**config.mk**
```make
export PLATFORM = sky130hd
export DESIGN_NAME = ssdt_min_unit
export DESIGN_NICKNAME = d
export VERILOG_FILES = /design/src/design/ssdt_pkg.sv /design/src/design/ssdt_min_unit.sv
export SDC_FILE = /design/constraint.sdc
export NUM_CORES = 1
export LEC_CHECK = 0
export BUFFER_PORTS_ARGS = -buffer_cell sky130_fd_sc_hd__buf_2
export CAP_MARGIN = 20
export CORE_ASPECT_RATIO = 1.4
export CORE_MARGIN = 3
export CORE_UTILIZATION = 56
export CTS_CLUSTER_DIAMETER = 60
export DETAILED_ROUTE_END_ITERATION = 10
export GPL_TIMING_DRIVEN = 1
export PLACE_DENSITY = 0.89
export SLEW_MARGIN = 20
export SYNTH_ARGS = -nofsm -noshare
export SYNTH_HDL_FRONTEND = slang
export SYNTH_SLANG_ARGS = --single-unit
```
**constraint.sdc**
```tcl
create_clock -name i_clk -period 7.2 [get_ports i_clk]
set_input_delay 1.08 -clock i_clk [delete_from_list [all_inputs] [get_ports i_clk]]
set_output_delay 1.08 -clock i_clk [all_outputs]
set_load 0.02 [all_outputs]
```
**src/design/ssdt_pkg.sv**
```systemverilog
package ssdt_pkg;

    localparam int COORD_W   = 4;
    localparam int SIZE_W    = 5;
    localparam int DIST_W    = 9;
    localparam int RAD_W     = 5;
    localparam int CMD_W     = 2;
    localparam int CFG_IDX_W = 2;
    localparam int COORD_LIM = 16;

    localparam logic [CMD_W-1:0] CMD_WRITE = 2'd0;
    localparam logic [CMD_W-1:0] CMD_RUN   = 2'd1;
    localparam logic [CMD_W-1:0] CMD_READ  = 2'd2;

    localparam logic [CFG_IDX_W-1:0] CFG_SIZE_X = 2'd0;
    localparam logic [CFG_IDX_W-1:0] CFG_SIZE_Y = 2'd1;
    localparam logic [CFG_IDX_W-1:0] CFG_SIZE_Z = 2'd2;

    localparam logic [SIZE_W-1:0] SIZE_RESET = 5'd16;

    typedef enum logic [5:0] {
        S_CLEAR = 6'b000001,
        S_IDLE  = 6'b000010,
        S_READ  = 6'b000100,
        S_ACC   = 6'b001000,
        S_DRAIN = 6'b010000,
        S_WB    = 6'b100000
    } t_state;

    typedef enum logic [2:0] {
        P_Z = 3'b001,
        P_Y = 3'b010,
        P_X = 3'b100
    } t_pass;

    typedef struct packed {
        logic occ;
        logic zp;
        logic yp;
        logic dmap;
    } t_we;

    // floor(sqrt(d)) - 1: count the squares 1..16 that do not exceed d
    function automatic logic signed [RAD_W-1:0] empty_radius(input logic [DIST_W-1:0] d);
        logic [RAD_W-1:0] root;
        root = '0;
        for (int k = 1; k <= COORD_LIM; k++) begin
            if (d >= DIST_W'(k * k)) begin
                root = root + RAD_W'(1);
            end
        end
        return $signed(root - RAD_W'(1));
    endfunction

endpackage

```
**src/design/ssdt_min_unit.sv**
```systemverilog
module ssdt_min_unit
    import ssdt_pkg::*;
(
    input  logic               i_clk,
    input  logic               i_clear,
    input  logic [SIZE_W-1:0]  i_init_size,
    input  logic               i_acc,
    input  logic               i_cand,
    input  logic [DIST_W-1:0]  i_src,
    input  logic [COORD_W-1:0] i_a,
    input  logic [COORD_W-1:0] i_b,
    output logic [DIST_W-1:0]  o_best
);

    logic [DIST_W-1:0]    r_best;
    logic [DIST_W-1:0]    n_best;
    logic [COORD_W-1:0]   diff;
    logic [2*COORD_W-1:0] sq;
    logic [DIST_W:0]      sum;
    logic [2*SIZE_W-1:0]  init_sq;

    assign diff    = (i_a > i_b) ? (i_a - i_b) : (i_b - i_a);
    assign sq      = {{COORD_W{1'b0}}, diff} * {{COORD_W{1'b0}}, diff};
    assign sum     = {1'b0, i_src} + (DIST_W+1)'(sq);
    assign init_sq = {{SIZE_W{1'b0}}, i_init_size} * {{SIZE_W{1'b0}}, i_init_size};

    always_comb begin
        n_best = r_best;
        priority if (i_clear) begin
            n_best = init_sq[DIST_W-1:0];
        end else if (i_acc && i_cand && (sum < {1'b0, r_best})) begin
            n_best = sum[DIST_W-1:0];
        end else begin
            n_best = r_best;
        end
    end

    always_ff @(posedge i_clk) begin
        r_best <= n_best;
    end

    assign o_best = r_best;

endmodule

```
==> results of run 1 <==
-- area by class of cell --
class                      count  area share (%)
multi-input combinational    157            67.9
sequential                     9            13.4
timing repair buffer          34            8.47
inverter                      30            5.60
tap                           37            2.30
clock buffer                   4            2.24
-- how the worst min path moves through the flow --
stage | startpoint | to | slack [ns]
floorplan | o_best[8] | o_best[0] | 1.24
global route | i_init_size[0] | o_best[2] | 1.26
global placement | o_best[8] | o_best[6] | 1.19
detailed placement | o_best[8] | o_best[5] | 1.18
CTS | o_best[8] | o_best[4] | 1.20
finish | o_best[8] | o_best[6] | 1.18
-- synthesized netlist by cell type, types with 4 or more instances --
| cell | number | area (µm²) |
|---|---|---|
| a21o_1 | 6 | 45.0 |
| a21oi_1 | 13 | 65.1 |
| and2_1 | 7 | 43.8 |
| edfxtp_1 | 9 | 270 |
| fa_1 | 8 | 160 |
| ha_1 | 36 | 450 |
| inv_1 | 30 | 113 |
| mux2_2 | 5 | 56.3 |
| nand2_1 | 12 | 45.0 |
| nor2_1 | 8 | 30.0 |
| nor2b_1 | 5 | 31.3 |
| o21ai_0 | 8 | 40.0 |
| xnor2_1 | 7 | 61.3 |
| xor2_1 | 4 | 35.0 |
-- kinds of logic (layout without fill, tap and decap cells) --
| kind of cell | count (synthesis) | count (layout) | share of synthesized area (%) |
|---|---|---|---|
| buffers and inverters | 33 | 68 | 7.44 |
| multiplexers | 7 | 7 | 4.60 |
| AND/OR/NAND/NOR | 49 | 49 | 14.7 |
| flip-flops | 9 | 9 | 15.3 |
| XOR/XNOR | 11 | 11 | 5.45 |
| adder cells (fa/ha/maj) | 44 | 44 | 34.6 |
| AO/OA/AOI/OAI | 46 | 46 | 18.0 |
-- stage by stage --
step / total power, mW / utilization (%) / hold WS [ns] / std cells / worst slack, ns
floorplan: 0.345 / - / 1.24 / 199 / 1.35
global placement: 0.416 / 66.9 / 1.19 / 267 / 0.856
detailed placement: 0.431 / 66.9 / 1.18 / 267 / 0.640
CTS: 0.491 / 68.5 / 1.20 / 271 / 0.873
global route: 0.540 / 68.5 / 1.26 / 271 / 0.432
finish: 0.487 / 68.5 / 1.18 / 271 / 0.893
-- worst max-delay path: cells and delay by family --
| family | cells | cell delay (ns) |
|---|---|---|
| compound gates | 8 | 2.23 |
| fa+ha+maj | 5 | 1.74 |
| buf+inv | 4 | 0.26 |
| mux | 1 | 0.24 |
| simple gates | 3 | 0.66 |
-- layer usage --
metal  up-vias  track usage (%)  part of all wire (%)
li1        771                -                     -
met1       717             18.6                    34
met2        26             45.4                    61
met3        10             2.67                   2.5
met4         0             7.95                   2.1
met5         -                0                     0
-- power breakdown --
group	internal, mW	switching [mW]	leakage [nW]	total [mW]
Clock	0.0385	0.0193	0.0228	0.0579
Sequential	0.0828	0.00875	0.0903	0.0915
Combinational	0.146	0.192	0.959	0.338
Total	0.267	0.220	1.07	0.487
==> flow_summary.json, run 1 <==
{
  "grt_start_max_net_pins": 14,
  "fp.coreArea_um2": 2940,
  "r2r_start": "o_best[7]",
  "sequential_cell_area_um2": 270,
  "clock-skew-final_ns": 0.000201,
  "drtPass1Iterations": 4,
  "floorplan.die.height_um": 72.5,
  "finalMaxSlewViolations": 0,
  "cts.repair.resized": 0,
  "h_tree_level_count": 1,
  "first_iter_violations": 42,
  "yosysWarningCount": 0,
  "layout_worst_path_cycle_share_pct": 87.6,
  "synth_sequential_area_ratio_pct": 15.3,
  "ys_ff_latch": 9,
  "cts-buffers-inserted": 3,
  "timing.fmax_mhz": 159,
  "cts_hold_buffers": 0,
  "antenna_left": 0,
  "drcViolationCount": 0,
  "filler_instances": 274,
  "finalWorstPathRequiredPeriod_ns": 6.31,
  "maxcap_viol_count": 0,
  "dpl_cell_area_um2": 1960,
  "first_global_vias": 1603,
  "reg2reg_to": "o_best[2]",
  "detail_route.wl_per_cell_um": 13.8,
  "grt_pass1_wl_um": 6240,
  "r2r_setup_slack_ns": 5.10,
  "die_area_um2": 3870,
  "setup.worst_path.start": "i_a[0]",
  "critPathRequiredTime_ns": 7.09,
  "die_w_um": 53.5,
  "largest_register_ffs": 9,
  "rows": 23,
  "outcome": "finished clean",
  "antenna_violations_before_repair": 0,
  "clkSlewWorstSetupHoldPaths_ns": 0.04,
  "tritoncts": "yes",
  "min-delay-path-class": "flip-flop to flip-flop",
  "multi_input_comb_area_um2": 1370,
  "cp_max_fo": 9,
  "starting_density_of_the_core_pct": 60.2,
  "vias": 1524,
  "rsz0062_at_grt": "no",
  "synth.net_count": 269,
  "numPortBuffers": 34,
  "worst_setup_ep": "o_best[2]",
  "critical_path.startpoint_type": "input port",
  "routed_via_density": 5.62,
  "most_common_cell_after_layout_fill_and_taps_aside": "ha_1",
  "clockRootBuffer": "clkbuf_8",
  "critical_path_s_largest_stage_delay_ns": 0.51,
  "clkSinkCount": 9,
  "synthesis.instances": 199,
  "total_leakage_power_nw": 1.07,
  "worst_slew_margin_relative_to_its_limit_pct": 65.8,
  "postCtsSetupBuffers": 0,
  "synth_async_sr_flop_share_pct": 0,
  "post_synth_num_cell_types": 42,
  "vdd.ir_drop.worst_mv": 0.150,
  "final_cell_mix": "ha_1 (36), buf_2 (34), inv_1 (30)",
  "io_pins": 35,
  "setup_tns_ns": 0,
  "routabilityCongestion": 0.816,
  "end_kind": "flip-flop",
  "pwr_density_cell_nw_per_um2": 243,
  "worstSetupPathType": "input port to flip-flop",
  "avgSynthCellArea_um2": 8.88,
  "clock_tree.buffer_depth": 2,
  "critPathSlowestCell": "fa_1",
  "critical_path_arrival_ns": 6.20,
  "clock_insertion_delay_worst_skew_ns": 0.23,
  "final_cell_area_um2": 2010,
  "netlist_area_um2": 1770,
  "synth_enable_flop_cells": 9,
  "detailed_place_hpwl_um": 3370,
  "grt.total_usage_pct": 21.5,
  "postSynth.topFlopCell": "edfxtp_1",
  "layout-drive-gt1-share_pct": 20.5,
  "gr_ovfl_total": 0,
  "report.final.setup_viol": 0,
  "finalHoldViolations": 0,
  "syn_to_final_growth_pct": 13.7,
  "path_cells": "buf_2, inv_1, ha_1, inv_1, fa_1, a21o_1, a21oi_1, nor2_1, mux2i_1, or3_1, fa_1, inv_1, ha_1, a211oi_1, o21bai_1, a211oi_1, nor2_1, ha_1, a21o_1, a2111oi_0, a41o_1",
  "max_slew.worst_pin.slew_ns": 0.499,
  "wl_um": 3750,
  "reg2regPathDepth": 5,
  "layout.nets": 305,
  "worst_hold_path.num_cells": 4,
  "insertedDiodeCount": 0
}
Note: power is estimated with default switching activity, not from simulation.
==> run 2, diff against run 1 <==
==> constraint.sdc (replaced) <==
create_clock -name i_clk -period 7.2 [get_ports i_clk]
set_input_delay 2.16 -clock i_clk [delete_from_list [all_inputs] [get_ports i_clk]]
set_output_delay 2.16 -clock i_clk [all_outputs]
set_load 0.02 [all_outputs]
==> run 2 against run 1 <==
Net effect: design area is 9.3% higher; utilization is 6.4 points higher; sequential share of layout area is 1.1 points lower.
==> flow_summary.json, run 2 (synthesis results as in run 1) <==
{
  "drtPass1Iterations": 4,
  "cts_hold_buffers": 0,
  "tritoncts": "yes",
  "setup.worst_path.start": "i_a[0]",
  "io_pins": 35,
  "clock-skew-final_ns": 0.00536,
  "end_kind": "flip-flop",
  "clock_insertion_delay_worst_skew_ns": 0.24,
  "antenna_left": 0,
  "total_leakage_power_nw": 1.16,
  "timing.fmax_mhz": 143,
  "timing.final.ws_setup_ns": 0.211,
  "most_common_cell_after_layout_fill_and_taps_aside": "ha_1",
  "starting_density_of_the_core_pct": 60.2,
  "grt_pass1_wl_um": 6390,
  "clkSinkCount": 9,
  "wl_um": 4080,
  "clock_tree.buffer_depth": 2,
  "pwr_density_cell_nw_per_um2": 256,
  "critPathRequiredTime_ns": 7.18,
  "vdd.ir_drop.worst_mv": 0.158,
  "worst_setup_ep": "o_best[0]",
  "syn_to_final_growth_pct": 24.3,
  "final_cell_mix": "ha_1 (36), buf_2 (34), inv_1 (30)",
  "routed_via_density": 5.64,
  "first_iter_violations": 44,
  "clockRootBuffer": "clkbuf_8",
  "post_place_setup_slack_ns": -0.238,
  "floorplan.die.height_um": 72.5,
  "cp_max_fo": 4,
  "finalHoldViolations": 0,
  "die_area_um2": 3870,
  "maxcap_viol_count": 0,
  "report.final.setup_viol": 0,
  "r2r_setup_slack_ns": 5.26,
  "clkSlewWorstSetupHoldPaths_ns": 0.05,
  "fp.coreArea_um2": 2940,
  "critical_path_arrival_ns": 6.97,
  "detail_route.wl_per_cell_um": 14.2,
  "grt_start_max_net_pins": 14,
  "final.hold.worst_slack_ns": 1.07,
  "rows": 23,
  "grt.total_usage_pct": 21.8,
  "largest_register_ffs": 9,
  "cp.depth": 21,
  "layout_worst_path_cycle_share_pct": 97.1,
  "vias": 1623,
  "outcome": "finished clean",
  "worst_slew_margin_relative_to_its_limit_pct": 67.5,
  "finalMaxSlewViolations": 0,
  "drcViolationCount": 0,
  "numPortBuffers": 34,
  "finalWorstPathRequiredPeriod_ns": 6.99,
  "critical_path.startpoint_type": "input port",
  "layout-drive-gt1-share_pct": 28.7,
  "critPathSlowestCell": "or4_4",
  "reg2reg_to": "o_best[0]",
  "insertedDiodeCount": 0,
  "min-delay-path-class": "flip-flop to flip-flop",
  "hold_path.startpoint": "o_best[0]",
  "antenna_violations_before_repair": 0,
  "cts-buffers-inserted": 3,
  "detailed_place_hpwl_um": 3380,
  "r2r_start": "o_best[8]",
  "reg2regPathDepth": 5,
  "gr_ovfl_total": 0,
  "path_cells": "buf_2, inv_1, ha_1, inv_1, fa_2, a21o_1, a21o_1, mux2_4, o221ai_1, or3_4, fa_1, inv_1, ha_1, a211oi_2, o21bai_1, a211oi_1, nor2_1, ha_1, nand3_1, or4_4, a41o_1",
  "critical_path_s_largest_stage_delay_ns": 0.57,
  "cp_delay_by_family_top": "adder cells",
  "first_global_vias": 1683,
  "layout.nets": 322,
  "worstSetupPathType": "input port to flip-flop",
  "routabilityCongestion": 0.778,
  "h_tree_level_count": 1,
  "max_slew.worst_pin.slew_ns": 0.474,
  "critPathBufInv": 4,
  "die_w_um": 53.5
}
-- run 2: area by class of cell --
cell class / count / area [µm²]
Tap cell: 37 / 46.3
Clock buffer: 4 / 45.0
Inverter: 30 / 113
Fill cell: 236 / 739
Multi-Input combinational cell: 158 / 1430
Timing Repair Buffer: 50 / 290
Sequential cell: 9 / 270
-- run 2: power by group --
group | switching (mW) | total (mW) | internal [mW]
logic | 0.222 | 0.410 | 0.188
clock network | 0.0217 | 0.0604 | 0.0387
registers | 0.00846 | 0.0911 | 0.0826
-- run 2: routing by layer --
layer,GRT usage [%],vias up,wire [µm]
met5,0,-,0
met4,9.09,0,86
met3,1.85,10,90
met2,46.4,33,2440
met1,18.6,766,1460
li1,-,814,-
-- run 2: worst reg2reg max path: cells and delay by family, from the launching register on --
| kind | cells | cell delay, ns |
|---|---|---|
| AOI/OAI and AO/OA | 1 | 0.31 |
| DFF | 1 | 0.34 |
| and+or+nand+nor | 2 | 0.69 |
| adders and majority gates | 1 | 0.29 |
| buffers and inverters | 1 | 0.05 |
-- run 2: timing repair --
action	CTS	global route
resized for setup	1	12
setup endpoints to repair	9	9
setup buffers	0	1
pin swaps	0	4
gates cloned	0	1
hold endpoints to repair	0	0
-- run 2: through the flow --
step	setup TNS (ns)	std cells	utilization [%]	cell area (µm²)	power, mW
6_report	0	288	74.8	2200	0.562
3_3_place_gp	-0.992	282	70.8	2080	0.443
5_1_grt	-0.00543	288	74.8	2200	0.616
4_1_cts	0	286	72.3	2120	0.523
2_1_floorplan	0	199	-	1770	0.345
3_5_place_dp	-2.14	282	70.8	2080	0.461
-- run 2: worst min-delay path by stage --
| stage | depth (start not counted) | slack (ns) | to |
|---|---|---|---|
| final | 4 | 1.07 | o_best[3] |
| after global routing | 4 | 1.17 | o_best[5] |
| after CTS | 4 | 1.18 | o_best[5] |
| after detailed placement | 4 | 1.20 | o_best[5] |
| after global placement | 4 | 1.18 | o_best[7] |
| after floorplan | 4 | 1.24 | o_best[0] |
